### src/rtl/lrev_pkg.sv
`timescale 1ns / 1ps
`default_nettype none

package lrev_pkg;

    localparam int unsigned CHAR_W = 8;
    localparam logic [CHAR_W-1:0] SPACE_CHAR = 8'h20;

    typedef enum logic [1:0] {
        ST_IDLE,
        ST_DRAIN,
        ST_EMIT,
        ST_SPACE
    } seq_state_t;

    // One result handed from the sequencer to the output register
    typedef struct packed {
        logic              load;
        logic [CHAR_W-1:0] data;
        logic              last_byte;
        logic              ovf;
    } res_load_t;

endpackage

`default_nettype wire

### src/rtl/lrev_if.sv
`timescale 1ns / 1ps
`default_nettype none

interface lrev_in_if;
    logic       valid;
    logic       ready;
    logic [7:0] in_char;
    logic       end_of_text;

    modport source (output valid, output in_char, output end_of_text, input ready);
    modport sink (input valid, input in_char, input end_of_text, output ready);
endinterface

interface lrev_out_if;
    logic       valid;
    logic       ready;
    logic [7:0] out_char;
    logic       final_out;
    logic       overflowed;

    modport source (output valid, output out_char, output final_out, output overflowed,
                    input ready);
    modport sink (input valid, input out_char, input final_out, input overflowed,
                  output ready);
endinterface

interface lrev_cfg_if;
    logic valid;
    logic ready;
    logic reverse_mode;

    modport source (output valid, output reverse_mode, input ready);
    modport sink (input valid, input reverse_mode, output ready);
endinterface

`default_nettype wire

### src/rtl/lrev_ram.sv
`timescale 1ns / 1ps
`default_nettype none

module lrev_ram #(
    parameter int unsigned WIDTH = 8,
    parameter int unsigned DEPTH = 32
) (
    input  wire logic                     clk,
    input  wire logic                     wr_en,
    input  wire logic [$clog2(DEPTH)-1:0] wr_addr,
    input  wire logic [WIDTH-1:0]         wr_data,
    input  wire logic                     rd_en,
    input  wire logic [$clog2(DEPTH)-1:0] rd_addr,
    output logic      [WIDTH-1:0]         rd_data
);

    logic [WIDTH-1:0] mem [DEPTH];

    always_ff @(posedge clk)
    begin
        if (wr_en)
        begin
            mem[wr_addr] <= wr_data;
        end
        // Hold read data until the next read
        if (rd_en)
        begin
            rd_data <= mem[rd_addr];
        end
    end

endmodule

`default_nettype wire

### src/rtl/lrev_seq.sv
`timescale 1ns / 1ps
`default_nettype none

module lrev_seq #(
    parameter int unsigned STACK_DEPTH = 32,
    parameter int unsigned CW = $clog2(STACK_DEPTH + 1),
    parameter int unsigned AW = $clog2(STACK_DEPTH)
) (
    input  wire logic              clk,
    input  wire logic              rst_n,
    input  wire logic              in_valid,
    input  wire logic [7:0]        in_char,
    input  wire logic              end_of_text,
    input  wire logic              mode,
    input  wire logic              out_free,
    input  wire logic [7:0]        rd_data,
    output logic                   in_ready,
    output logic                   wr_en,
    output logic      [AW-1:0]     wr_addr,
    output logic                   rd_en,
    output logic      [AW-1:0]     rd_addr,
    output lrev_pkg::res_load_t    res
);

    lrev_pkg::seq_state_t state_reg, state_next;
    logic [CW-1:0] count_reg, count_next;
    logic          ovf_reg, ovf_next;
    logic          last_reg, last_next;
    logic          space_reg, space_next;
    logic          tag_final_reg, tag_final_next;

    // Shared up/down counter adder
    logic          dec;
    logic [CW-1:0] cnt_sum;
    logic          is_space;
    logic          do_push;
    logic          do_drain;

    assign cnt_sum  = count_reg + (dec ? {CW{1'b1}} : CW'(1));
    assign is_space = (in_char == lrev_pkg::SPACE_CHAR);
    assign do_push  = !mode || !is_space;
    assign do_drain = end_of_text || (mode && is_space);
    assign wr_addr  = count_reg[AW-1:0];
    assign rd_addr  = cnt_sum[AW-1:0];

    always_ff @(posedge clk or negedge rst_n)
    begin
        if (!rst_n)
        begin
            state_reg     <= lrev_pkg::ST_IDLE;
            count_reg     <= '0;
            ovf_reg       <= 1'b0;
            last_reg      <= 1'b0;
            space_reg     <= 1'b0;
            tag_final_reg <= 1'b0;
        end
        else
        begin
            state_reg     <= state_next;
            count_reg     <= count_next;
            ovf_reg       <= ovf_next;
            last_reg      <= last_next;
            space_reg     <= space_next;
            tag_final_reg <= tag_final_next;
        end
    end

    always_comb
    begin
        state_next     = state_reg;
        count_next     = count_reg;
        ovf_next       = ovf_reg;
        last_next      = last_reg;
        space_next     = space_reg;
        tag_final_next = tag_final_reg;
        dec            = 1'b0;
        in_ready       = 1'b0;
        wr_en          = 1'b0;
        rd_en          = 1'b0;
        res            = '0;

        case (state_reg)
            lrev_pkg::ST_IDLE:
            begin
                in_ready = 1'b1;
                if (in_valid)
                begin
                    if (do_push)
                    begin
                        if (count_reg < CW'(STACK_DEPTH))
                        begin
                            wr_en      = 1'b1;
                            count_next = cnt_sum;
                        end
                        else
                        begin
                            // Drop the byte, remember it for the final result
                            ovf_next = 1'b1;
                        end
                    end
                    last_next  = end_of_text;
                    space_next = mode && is_space;
                    if (do_drain)
                    begin
                        state_next = lrev_pkg::ST_DRAIN;
                    end
                end
            end

            lrev_pkg::ST_DRAIN:
            begin
                if (count_reg == '0)
                begin
                    state_next = space_reg ? lrev_pkg::ST_SPACE : lrev_pkg::ST_IDLE;
                end
                else
                begin
                    dec            = 1'b1;
                    rd_en          = 1'b1;
                    count_next     = cnt_sum;
                    tag_final_next = last_reg && !space_reg && (count_reg == CW'(1));
                    state_next     = lrev_pkg::ST_EMIT;
                end
            end

            lrev_pkg::ST_EMIT:
            begin
                if (out_free)
                begin
                    res.load      = 1'b1;
                    res.data      = rd_data;
                    res.last_byte = tag_final_reg;
                    res.ovf       = tag_final_reg && ovf_reg;
                    if (tag_final_reg)
                    begin
                        ovf_next = 1'b0;
                    end
                    state_next = lrev_pkg::ST_DRAIN;
                end
            end

            lrev_pkg::ST_SPACE:
            begin
                if (out_free)
                begin
                    res.load      = 1'b1;
                    res.data      = lrev_pkg::SPACE_CHAR;
                    res.last_byte = last_reg;
                    res.ovf       = last_reg && ovf_reg;
                    if (last_reg)
                    begin
                        ovf_next = 1'b0;
                    end
                    state_next = lrev_pkg::ST_IDLE;
                end
            end

            default:
            begin
                state_next = lrev_pkg::ST_IDLE;
            end
        endcase
    end

endmodule

`default_nettype wire

### src/rtl/lifo_text_and_word_reverser_core.sv
`timescale 1ns / 1ps
`default_nettype none

// Byte-stream reverser built around a LIFO of STACK_DEPTH bytes held in a
// single-port-write, registered-read RAM. reverse_mode 0 reverses a whole
// text (ended by end_of_text); mode 1 reverses each space-separated word and
// passes spaces through. A byte that is pushed without a drain leaves the
// block idle, so the next request is accepted in the following cycle. A byte
// that starts a drain holds off requests until the stack is empty and any
// passed space is out: each stacked byte is read from the RAM in ST_DRAIN and
// loaded into the output register in ST_EMIT, which waits while the output
// is stalled. Bytes pushed onto a full stack are dropped; overflowed is
// raised on the text's final result (final_out) and then cleared.
module lifo_text_and_word_reverser_core #(
    parameter int unsigned STACK_DEPTH = 32
) (
    input wire logic   clk,
    input wire logic   rst_n,
    lrev_in_if.sink    in_req,
    lrev_out_if.source out_res,
    lrev_cfg_if.sink   cfg
);

    localparam int unsigned AW = $clog2(STACK_DEPTH);

    logic                mode_reg;
    logic                out_valid_reg, out_valid_next;
    logic [7:0]          out_char_reg;
    logic                final_reg;
    logic                ovf_reg;
    logic                out_free;
    logic                wr_en;
    logic                rd_en;
    logic [AW-1:0]       wr_addr;
    logic [AW-1:0]       rd_addr;
    logic [7:0]          rd_data;
    lrev_pkg::res_load_t res;

    assign cfg.ready          = 1'b1;
    assign out_free           = !out_valid_reg || out_res.ready;
    assign out_res.valid      = out_valid_reg;
    assign out_res.out_char   = out_char_reg;
    assign out_res.final_out  = final_reg;
    assign out_res.overflowed = ovf_reg;

    always_ff @(posedge clk or negedge rst_n)
    begin
        if (!rst_n)
        begin
            mode_reg <= 1'b0;
        end
        else if (cfg.valid)
        begin
            mode_reg <= cfg.reverse_mode;
        end
    end

    always_comb
    begin
        out_valid_next = out_valid_reg;
        if (res.load)
        begin
            out_valid_next = 1'b1;
        end
        else if (out_res.ready)
        begin
            out_valid_next = 1'b0;
        end
    end

    always_ff @(posedge clk or negedge rst_n)
    begin
        if (!rst_n)
        begin
            out_valid_reg <= 1'b0;
        end
        else
        begin
            out_valid_reg <= out_valid_next;
        end
    end

    always_ff @(posedge clk)
    begin
        if (res.load)
        begin
            out_char_reg <= res.data;
            final_reg    <= res.last_byte;
            ovf_reg      <= res.ovf;
        end
    end

    lrev_seq #(
        .STACK_DEPTH (STACK_DEPTH)
    ) u_seq (
        .clk         (clk),
        .rst_n       (rst_n),
        .in_valid    (in_req.valid),
        .in_char     (in_req.in_char),
        .end_of_text (in_req.end_of_text),
        .mode        (mode_reg),
        .out_free    (out_free),
        .rd_data     (rd_data),
        .in_ready    (in_req.ready),
        .wr_en       (wr_en),
        .wr_addr     (wr_addr),
        .rd_en       (rd_en),
        .rd_addr     (rd_addr),
        .res         (res)
    );

    lrev_ram #(
        .WIDTH (8),
        .DEPTH (STACK_DEPTH)
    ) u_stack (
        .clk     (clk),
        .wr_en   (wr_en),
        .wr_addr (wr_addr),
        .wr_data (in_req.in_char),
        .rd_en   (rd_en),
        .rd_addr (rd_addr),
        .rd_data (rd_data)
    );

endmodule

`default_nettype wire

### src/flat_wrapper.sv
// flat-port wrapper written by rule: the top's interface ports become plain ports
module lifo_text_and_word_reverser_core_flat 
#(
    parameter int unsigned STACK_DEPTH = 32
)
  (clk, rst_n, in_req_valid, in_req_in_char, in_req_end_of_text, in_req_ready, out_res_valid, out_res_out_char, out_res_final_out, out_res_overflowed, out_res_ready, cfg_valid, cfg_reverse_mode, cfg_ready);
  lrev_in_if in_req_i ();
  lrev_out_if out_res_i ();
  lrev_cfg_if cfg_i ();
  input wire logic clk;
  input wire logic rst_n;
  input wire logic [$bits(in_req_i.valid)-1:0] in_req_valid;
  input wire logic [$bits(in_req_i.in_char)-1:0] in_req_in_char;
  input wire logic [$bits(in_req_i.end_of_text)-1:0] in_req_end_of_text;
  output wire logic [$bits(in_req_i.ready)-1:0] in_req_ready;
  output wire logic [$bits(out_res_i.valid)-1:0] out_res_valid;
  output wire logic [$bits(out_res_i.out_char)-1:0] out_res_out_char;
  output wire logic [$bits(out_res_i.final_out)-1:0] out_res_final_out;
  output wire logic [$bits(out_res_i.overflowed)-1:0] out_res_overflowed;
  input wire logic [$bits(out_res_i.ready)-1:0] out_res_ready;
  input wire logic [$bits(cfg_i.valid)-1:0] cfg_valid;
  input wire logic [$bits(cfg_i.reverse_mode)-1:0] cfg_reverse_mode;
  output wire logic [$bits(cfg_i.ready)-1:0] cfg_ready;
  assign in_req_i.valid = in_req_valid;
  assign in_req_i.in_char = in_req_in_char;
  assign in_req_i.end_of_text = in_req_end_of_text;
  assign in_req_ready = in_req_i.ready;
  assign out_res_valid = out_res_i.valid;
  assign out_res_out_char = out_res_i.out_char;
  assign out_res_final_out = out_res_i.final_out;
  assign out_res_overflowed = out_res_i.overflowed;
  assign out_res_i.ready = out_res_ready;
  assign cfg_i.valid = cfg_valid;
  assign cfg_i.reverse_mode = cfg_reverse_mode;
  assign cfg_ready = cfg_i.ready;
  lifo_text_and_word_reverser_core #(.STACK_DEPTH(STACK_DEPTH)) u_core (.clk(clk), .rst_n(rst_n), .in_req(in_req_i), .out_res(out_res_i), .cfg(cfg_i));
endmodule
### config.mk
export PLATFORM = sky130hd
export DESIGN_NAME = lifo_text_and_word_reverser_core_flat
export DESIGN_NICKNAME = d
export VERILOG_FILES = /design/src/rtl/lrev_pkg.sv /design/src/rtl/lrev_if.sv /design/src/rtl/lrev_ram.sv /design/src/rtl/lrev_seq.sv /design/src/rtl/lifo_text_and_word_reverser_core.sv /design/src/flat_wrapper.sv
export SDC_FILE = /design/constraint.sdc
export NUM_CORES = 1
export LEC_CHECK = 0
export ABC_AREA = 1
export CAP_MARGIN = 10
export CORE_MARGIN = 2
export CORE_UTILIZATION = 65
export CTS_CLUSTER_DIAMETER = 120
export CTS_CLUSTER_SIZE = 24
export DETAILED_ROUTE_END_ITERATION = 8
export DONT_BUFFER_PORTS = 1
export PLACE_DENSITY = 0.81
export SYNTH_ARGS = -nofsm -noshare
export SYNTH_HDL_FRONTEND = slang
export SYNTH_SLANG_ARGS = --single-unit
### constraint.sdc
create_clock -name clk -period 4.6 [get_ports clk]
set_input_delay 0.92 -clock clk [delete_from_list [all_inputs] [get_ports clk]]
set_output_delay 0.92 -clock clk [all_outputs]
set_load 0.03 [all_outputs]
* Word-level counts from Yosys, hierarchy flattened *
Memory sizes are Yosys's and may differ from the RTL's. A register that Yosys moved wholly into a read port is not among the register bits.
Cells that the tools add are included.

cells by class
  bitwise logic cells = 1
  magnitude comparators = 1
  mux-type cells = 35
  add/subtract/negate cells = 1
  reductions and logical operators = 22
  equal/unequal tests = 15

operators by type and width
  kind                                                                      number
  6-bit two-way mux                                                         5
  11-bit two-way mux                                                        2
  11-bit case mux with 2 select lines                                       1
  1-bit two-way mux                                                         18
  2-bit inequality test (second input constant)                             8
  2-bit two-way mux                                                         6
  6-bit case mux with 2 select lines                                        1
  8-bit by 6-bit equality test with 1-bit output (second input constant)    1
  2-bit case mux with 4 select lines                                        1
  8-bit AND reduction                                                       1
  6-bit adder                                                               1
  6-bit by 1-bit equality test with 1-bit output (second input constant)    1
  6-bit logical NOT                                                         1
  6-bit less-than comparator (second input constant)                        1
  1-bit logical AND                                                         5
  5-bit AND reduction                                                       1
  2-bit equality test (second input constant)                               2
  1-bit logical NOT                                                         4
  2-bit by 1-bit inequality test with 1-bit output (second input constant)  2
  2-bit AND reduction                                                       2
  4-bit AND reduction                                                       1
  2-bit nonzero test                                                        2
  1-bit logical OR                                                          3
  1-bit case mux with 3 select lines                                        1
  other kinds (4)                                                           4

storage, ports and cells
  memories kept = 1
  output and inout port bits = 13
  memory bits (writable) = 256
  input port bits = 15
  bits in registers = 24
  word-level logic and storage cells = 87

memory list
  memory              depth  bits a word  rd ports  clocked after Yosys merged registers in  write ports  RTL line        source
  u_core.u_stack.mem  32     8            1         1                                        1            lrev_ram.sv:17  logic [WIDTH-1:0] mem [DEPTH];

* Depth between registers and ports, before layout *
Gate-level depths: netlist (run 1).

  word-level depth = 9
  depth in mapped cells = 20
  mapped depth without buffers = 17

* Cells and area by module *
A second synthesis (run 1) with hierarchy kept.

second synthesis, totals
  cells, all modules = 1103
  area, all modules = 12311.8 um2

modules (own cells, without submodules)
  module                            area an instance (um2)  cells an instance  seq. area each (um2)  times used
  lrev_ram                          10866.7                 922                7927.6                1
  lrev_seq                          1048.5                  159                300.3                 1
  lifo_text_and_word_reverser_core  396.6                   22                 350.3                 1

* Least setup slack after synthesis (run 1) *
OpenSTA, ideal clock, no wires.

  path type = flip-flop to flip-flop
  start = register u_core.u_seq.state_reg[1]
  end = memory u_core.u_stack.mem[24][0] (enable)
  stages on the path, launching flop included = 8
  required time = 4217 ps
  arrival time = 2316 ps
  path slack = 1901 ps
  path buffers = 0
  cell sequence = dfrtp_1 > nor2_1 > inv_1 > nor2_2 > nand2_1 > nor2_1 > nand2_1 > nor3_1

on the way
  longest elaborated chain between the ends = 4

RTL lines
  element                                  RTL line        source
  start: declaration                       lrev_seq.sv:25  lrev_pkg::seq_state_t state_reg, state_next;
  start signal: assignment                 lrev_seq.sv:50  state_reg <= lrev_pkg::ST_IDLE;
  start signal: assignment                 lrev_seq.sv:59  state_reg <= state_next;
  2-bit logical NOT                        lrev_seq.sv:82  case (state_reg)
  1-bit two-way mux                        lrev_seq.sv:82
  1-bit two-way mux                        lrev_ram.sv:21  if (wr_en)
  1-bit two-way mux (not written as such)  lrev_ram.sv:23  mem[wr_addr] <= wr_data;
  end: declaration                         lrev_ram.sv:17

No other way between the ends.

* Worst setup path after layout (run 1) *
  start = register u_core.u_seq.count_reg[0]
  end = register u_core.u_stack.rd_data[6], read port of u_core.u_stack.mem (data pin)

on the way
  longest elaborated chain between the ends = 5

RTL lines
  element                   RTL line                                source
  start: declaration        lrev_seq.sv:26                          logic [CW-1:0] count_reg, count_next;
  start signal: assignment  lrev_seq.sv:60                          count_reg <= count_next;
  6-bit logical NOT         lrev_seq.sv:112                         if (count_reg == '0)
  1-bit two-way mux         lrev_seq.sv:112
  1-bit two-way mux         lrev_seq.sv:82
  6-bit two-way mux         lrev_seq.sv:39                          assign cnt_sum = count_reg + (dec ? {CW{1'b1}} : CW'(1));
  6-bit adder *             lrev_seq.sv:39
  net u_core.rd_addr[1]     lifo_text_and_word_reverser_core.sv:35  logic [AW-1:0] rd_addr;
  end: declaration          lrev_ram.sv:14                          output logic [WIDTH-1:0] rd_data

The timed path passes the listed nets; every way through them passes the cells marked *.
A chain may end at the register's enable or synchronous reset.

==> qor.yml, run 1 <==
syn_area_per_cell_um2: 11.9
finalCritPeriodShare_pct: 78.3
fmax_mhz: 277
vias_per_cell: 6.43
ys_ff_latch: 288
final_common_cell: "edfxtp_1"
regArea_um2: 8580
setup_viol: 0
hpwl_mm: 16.1
largest_reg_flops: 256
num-nets-final: 1004
cts_buffer_depth: 3
drc_errors: 0
initial_core_util_pct: 66.8
relSlewSlack_pct: 33.9
r2r_end: "u_core.u_stack.rd_data[6]"
maxCapViolations: 0
run_status: "finished clean"
first_pass_iters: 5
nFillCells: 1224
final_cell_mix: "edfxtp_1 (274), nand2_1 (169), nor2_1 (148)"
syn-instance-count: 1015
antenna_found_initial: 0
clk_pin_slew_worst_paths_ns: 0.09
ys.warnings.count: 0
met1_length_mm: 10.9
finalSetupTns_ns: 0
finalCriticalPeriod_ns: 3.60
die_area_um2: 19700
syn_area_um2: 12100
reg2reg_depth: 16
place_congestion: 0.956
wl_per_cell_um: 22.5
r2r_setup_slack_ns: 1.0
endpoint_kind: "flip-flop"
core_um2: 18100
skew_ns: 0.0114
diodes: 0
drtIter0Drc: 1111
dr_total_vias: 7843
cts_setup_buffers: 0
arrival_ns: 3.97
crit_type: "reg -> reg"
cts_tree: "built"
dr_wl_met2_mm: 12.9
first_global_vias: 7421
grt_max_degree: 130
cts_resized: 0
cts.sinks: 288
worst-path-max-fanout: 45
ys_seq_area_share_pct: 71.1
finalHoldViolations: 0
cts_inserted_buffers: 15
row_count: 49
drive_gt1_share_pct: 5.75
drt-total-wl_mm: 27.4
tightestPinTransition_ns: 0.992
ctsHoldBuffers: 0
io_buffers: 0
cts_root_buf: "clkbuf_16"
grt.overflow.total: 0
io_pins: 28
cp-start-kind: "flip-flop"
cp.required_ns: 4.96
hold_class: "in -> async"
die-width_um: 140
ant_nets: 0
met3WireLength_mm: 2.93
synthDistinctLibCells: 37
grt_pass1_wl_mm: 41.6
gr-usage-all-layers_pct: 27.9
rsz0062_at_grt: "no"
multiInputGateArea_um2: 3020
synthesis.nets: 1031
areaGrowthSynthToFinish_pct: 4.27
r2r_start: "u_core.u_seq.count_reg[0]"
stdcell_count: 1220
drv_slew: 0
die_y_um: 140
place_inst: 1200
clkLatencyLatePin_ns: 0.48
routed.top_layer: "met4"
ctsHtreeMaxLevel: 1
cells by family (layout without fill, tap and decap cells):
group / count (synthesis) / count (layout) / synth area share, %
simple gates: 418 / 418 / 14.6
flops: 288 / 288 / 71.1
compound gates: 195 / 195 / 10.1
buf+inv: 110 / 86 / 3.99
fa+ha+maj: 1 / 1 / 0.104
other cells: 1 / 1 / 0.0311
xor+xnor: 1 / 1 / 0.0726
mux: 1 / 1 / 0.0933
area by class of cell:
| type | instances | area share [%] |
|---|---|---|
| multi-input combinational | 617 | 24.0 |
| inverter | 53 | 1.59 |
| sequential | 288 | 68.2 |
| tap | 229 | 2.28 |
| clock buffer | 20 | 3.13 |
| timing repair buffer | 13 | 0.875 |
worst max-delay path by stage:
stage / endpoint / slack (ns) / cells past startpoint / start
3_3_place_gp: u_core.u_stack.rd_data[6] / 1.17 / 16 / u_core.u_seq.count_reg[0]
3_5_place_dp: u_core.u_stack.rd_data[6] / 1.13 / 16 / u_core.u_seq.count_reg[0]
2_1_floorplan: u_core.u_stack.mem[24][0] / 1.90 / 7 / u_core.u_seq.state_reg[1]
4_1_cts: u_core.u_stack.rd_data[6] / 1.10 / 16 / u_core.u_seq.count_reg[0]
6_report: u_core.u_stack.rd_data[6] / 1.0 / 16 / u_core.u_seq.count_reg[0]
5_1_grt: u_core.u_stack.rd_data[4] / 0.78 / 15 / u_core.u_seq.count_reg[0]
synthesized netlist by cell type:
| cell | count | share of area [%] |
|---|---|---|
| edfxtp_1 | 274 | 68 |
| nand2_1 | 169 | 5.3 |
| nor2_1 | 148 | 4.6 |
| o21ai_0 | 102 | 4.2 |
| nand3_1 | 77 | 3.2 |
| inv_1 | 47 | 1.5 |
| o22a_1 | 29 | 2.1 |
| clkbuf_1 | 26 | 0.81 |
| a21oi_1 | 22 | 0.91 |
| buf_2 | 22 | 0.91 |
| a32o_1 | 18 | 1.5 |
| o22ai_1 | 18 | 0.93 |
| dfrtp_1 | 14 | 2.9 |
| nand2_2 | 7 | 0.36 |
| inv_2 | 6 | 0.19 |
| buf_6 | 4 | 0.37 |
| buf_4 | 3 | 0.19 |
| nor2_2 | 3 | 0.16 |
| nor2_4 | 3 | 0.28 |
| buf_1 | 2 | 0.062 |
| nand2_4 | 2 | 0.19 |
| nand3b_1 | 2 | 0.12 |
| nor3_1 | 2 | 0.083 |
| or2_2 | 2 | 0.10 |
| a21oi_2 | 1 | 0.073 |
| conb_1 | 1 | 0.031 |
| ha_1 | 1 | 0.10 |
| mux2_2 | 1 | 0.093 |
| nand3_4 | 1 | 0.15 |
| nand4_1 | 1 | 0.052 |
| nor3b_1 | 1 | 0.062 |
| o211ai_1 | 1 | 0.062 |
| o21a_1 | 1 | 0.062 |
| o21ai_1 | 1 | 0.041 |
| o21ai_2 | 1 | 0.073 |
| o41ai_1 | 1 | 0.073 |
| xor2_1 | 1 | 0.073 |
critical path, cell delays in order (launching register included):
cell     delay [ns]
dfrtp_4        0.67
nor2_2         0.25
nand3_4        0.14
nand2_2        0.21
nand2_1        0.08
nand2_1        0.06
inv_1          0.04
ha_2           0.26
inv_2          0.65
buf_4          0.27
o21ai_0        0.08
o22a_1         0.18
nand3_1        0.11
nand3_1        0.16
nand2_1        0.16
nand2_1        0.06
nand2_1        0.07
routing by layer:
layer | vias up | GRT usage (%)
met1 | 3764 | 40.7
li1 | 3543 | -
met5 | - | 0
met4 | 0 | 9.41
met3 | 54 | 5.09
met2 | 482 | 43.2
stage by stage:
step                      worst slack [ns]  utilization, %  hold WS, ns  area (µm²)
after floorplan                       1.90               -        0.441       12100
after global placement                1.17            67.4        0.480       12200
after CTS                             1.10            69.6        0.110       12600
final                                0.996            69.6        0.116       12600
after detailed placement              1.13            67.4        0.489       12200
after global routing                 0.777            69.6        0.108       12600
Power of run 1 is not shown: default switching activity piles up to over one toggle a cycle in this logic, so the estimate is an artifact.
==> run 2: changes to the inputs <==
- CORE_UTILIZATION: 65 -> 57
- PLACE_DENSITY: 0.81 -> 0.75
- clock period: 4.6 -> 2.9 ns (I/O delays scaled with it)
==> run 2 against run 1 <==
Net effect: via count is essentially flat; maximum frequency grew 33%; clock skew grew 0.0032 ns; global-route usage shrank 3.3 points; cell area grew 2.2%; core utilization shrank 8.0 points; critical endpoint unchanged; sequential share of layout area shrank 1.4 points; largest cell class unchanged; critical path depth is the same.
==> qor.yml, run 2 (same netlist as run 1, synthesis figures left out) <==
hold_class: "in -> reg"
dr_total_vias: 7840  # -0.038%
initial_core_util_pct: 57.8  # -9.0 points
fmax_mhz: 370  # +33%
antenna_found_initial: 0  # unchanged
finalCritPeriodShare_pct: 93.2  # +15 points
first_global_vias: 7316  # -1.4%
setup_viol: 0  # unchanged
endpoint_kind: "flip-flop"
tightestPinTransition_ns: 0.870  # -0.122 ns
grt_pass1_wl_mm: 41.7  # about the same
clkLatencyLatePin_ns: 0.50  # +0.02 ns
first_pass_iters: 5  # unchanged
core_um2: 20900  # +15%
placed_area_um2: 12400  # +1.9%
place_congestion: 0.918  # -4.0%
largest_reg_flops: 256  # unchanged
hpwl_mm: 16.5  # +2.3%
io_buffers: 0  # unchanged
worst-path-max-fanout: 12  # -73%
areaGrowthSynthToFinish_pct: 6.52
pre_cts_ws_ns: 0.185  # -0.948 ns
run_status: "finished clean"
final_util_pct: 61.6  # -8.0 points
relSlewSlack_pct: 41.8  # +7.9 points
cp-start-kind: "flip-flop"
design_area_um2: 12900  # +2.2%
cts_tree: "built"
grt_max_degree: 94  # -28%
final_cell_mix: "edfxtp_1 (274), nand2_1 (169), nor2_1 (148)"
ant_nets: 0  # unchanged
io_pins: 28  # unchanged
final_common_cell: "edfxtp_1"
maxCapViolations: 0  # unchanged
drv_slew: 0  # unchanged
setup_slack_ns: 0.197  # -0.799 ns
row_count: 53  # +8.2%
cts_setup_buffers: 0  # unchanged
drtIter0Drc: 1033  # -7.0%
finalSetupTns_ns: 0  # unchanged
cts_root_buf: "clkbuf_16"
cts.sinks: 288  # unchanged
clk_pin_slew_worst_paths_ns: 0.10  # about the same
drive_gt1_share_pct: 7.48  # +1.7 points
finalHoldViolations: 0  # unchanged
grt.overflow.total: 0  # unchanged
drc_errors: 0  # unchanged
rsz0062_at_grt: "no"
cts_buffer_depth: 3  # unchanged
diodes: 0  # unchanged
die_area_um2: 22400  # +14%
vias_per_cell: 6.07  # -5.5%
die_y_um: 150  # +6.6%
crit_type: "reg -> reg"
num-nets-final: 1023  # +1.9%
die-width_um: 150  # +6.6%
gr-usage-all-layers_pct: 24.5  # -3.3 points
arrival_ns: 2.95  # -1.02 ns
wl_per_cell_um: 20.9  # -7.2%
finalCriticalPeriod_ns: 2.70  # -0.901 ns
nFillCells: 1593  # +30%
cp.required_ns: 3.15  # -1.81 ns
cts_inserted_buffers: 15  # unchanged
drt-total-wl_mm: 26.9  # -1.9%
ctsHtreeMaxLevel: 1  # unchanged
skew_ns: 0.0146  # +0.00317 ns
## run 2: cell types whose count changed in the layout (fill, tap and decap cells not counted)
cell           before  now
buf_12              1    4
buf_6               0    1
clkbuf_1            5   10
dlygate4sd3_1       0    1
inv_6               0    1
buf_4              12   26
## run 2: layout make-up
class | count | area (µm²) | share of cell area, %
Sequential cell | 288 | 8580 | 66.7
Tap cell | 275 | 344 | 2.68
Clock buffer | 25 | 413 | 3.21
Clock inverter | 1 | 8.76 | 0.0681
Inverter | 53 | 200 | 1.56
Timing Repair Buffer | 32 | 297 | 2.31
Multi-Input combinational cell | 617 | 3020 | 23.4
## run 2: per-stage QoR
stage	std cells	hold slack, ns
after global routing	1291	0.153
after detailed placement	1264	0.285
after CTS	1291	0.160
after global placement	1264	0.285
final	1291	0.169
after floorplan	1015	0.284
## run 2: timing repair
item	in CTS	in global routing
gates resized for setup	0	1
setup endpoints to repair	0	3
endpoints found under the hold margin	14	0
hold buffers	1	0
## run 2: path summary, 6_finish.rpt
check,from,slack (ns),cells after the start,end
max,u_core.u_seq.count_reg[0],0.20,16,u_core.u_stack.rd_data[6]
min,in_req_in_char[1],0.17,0,u_core.u_stack.mem[20][1]
max reg2reg,u_core.u_seq.count_reg[0],0.20,16,u_core.u_stack.rd_data[6]
min reg2reg,u_core.u_seq.tag_final_reg,0.49,2,u_core.u_seq.tag_final_reg
max in group asynchronous,rst_n,1.80,1,u_core.u_seq.count_reg[0]
min in group asynchronous,rst_n,0.58,1,u_core.u_seq.count_reg[0]
## run 2: critical path, cell delays in order (launching register included)
cell     delay, ns
dfrtp_4       0.48
nor2_2        0.18
nand3_4       0.14
nand2_2       0.10
nand2_1       0.05
nand2_1       0.05
inv_1         0.04
ha_2          0.36
inv_2         0.11
buf_4         0.20
o21ai_0       0.10
o22a_1        0.23
nand3_1       0.10
nand3_1       0.10
nand2_1       0.05
nand2_1       0.07
nand2_1       0.08
## run 2: metal layers
| layer | global-route usage (%) | wire [µm] |
|---|---|---|
| met1 | 36.0 | 11400 |
| met4 | 8.19 | 786 |
| met2 | 37.6 | 12600 |
| met5 | 0 | 0 |
| met3 | 4.36 | 2190 |
Power of run 2 is left out for the same reason.
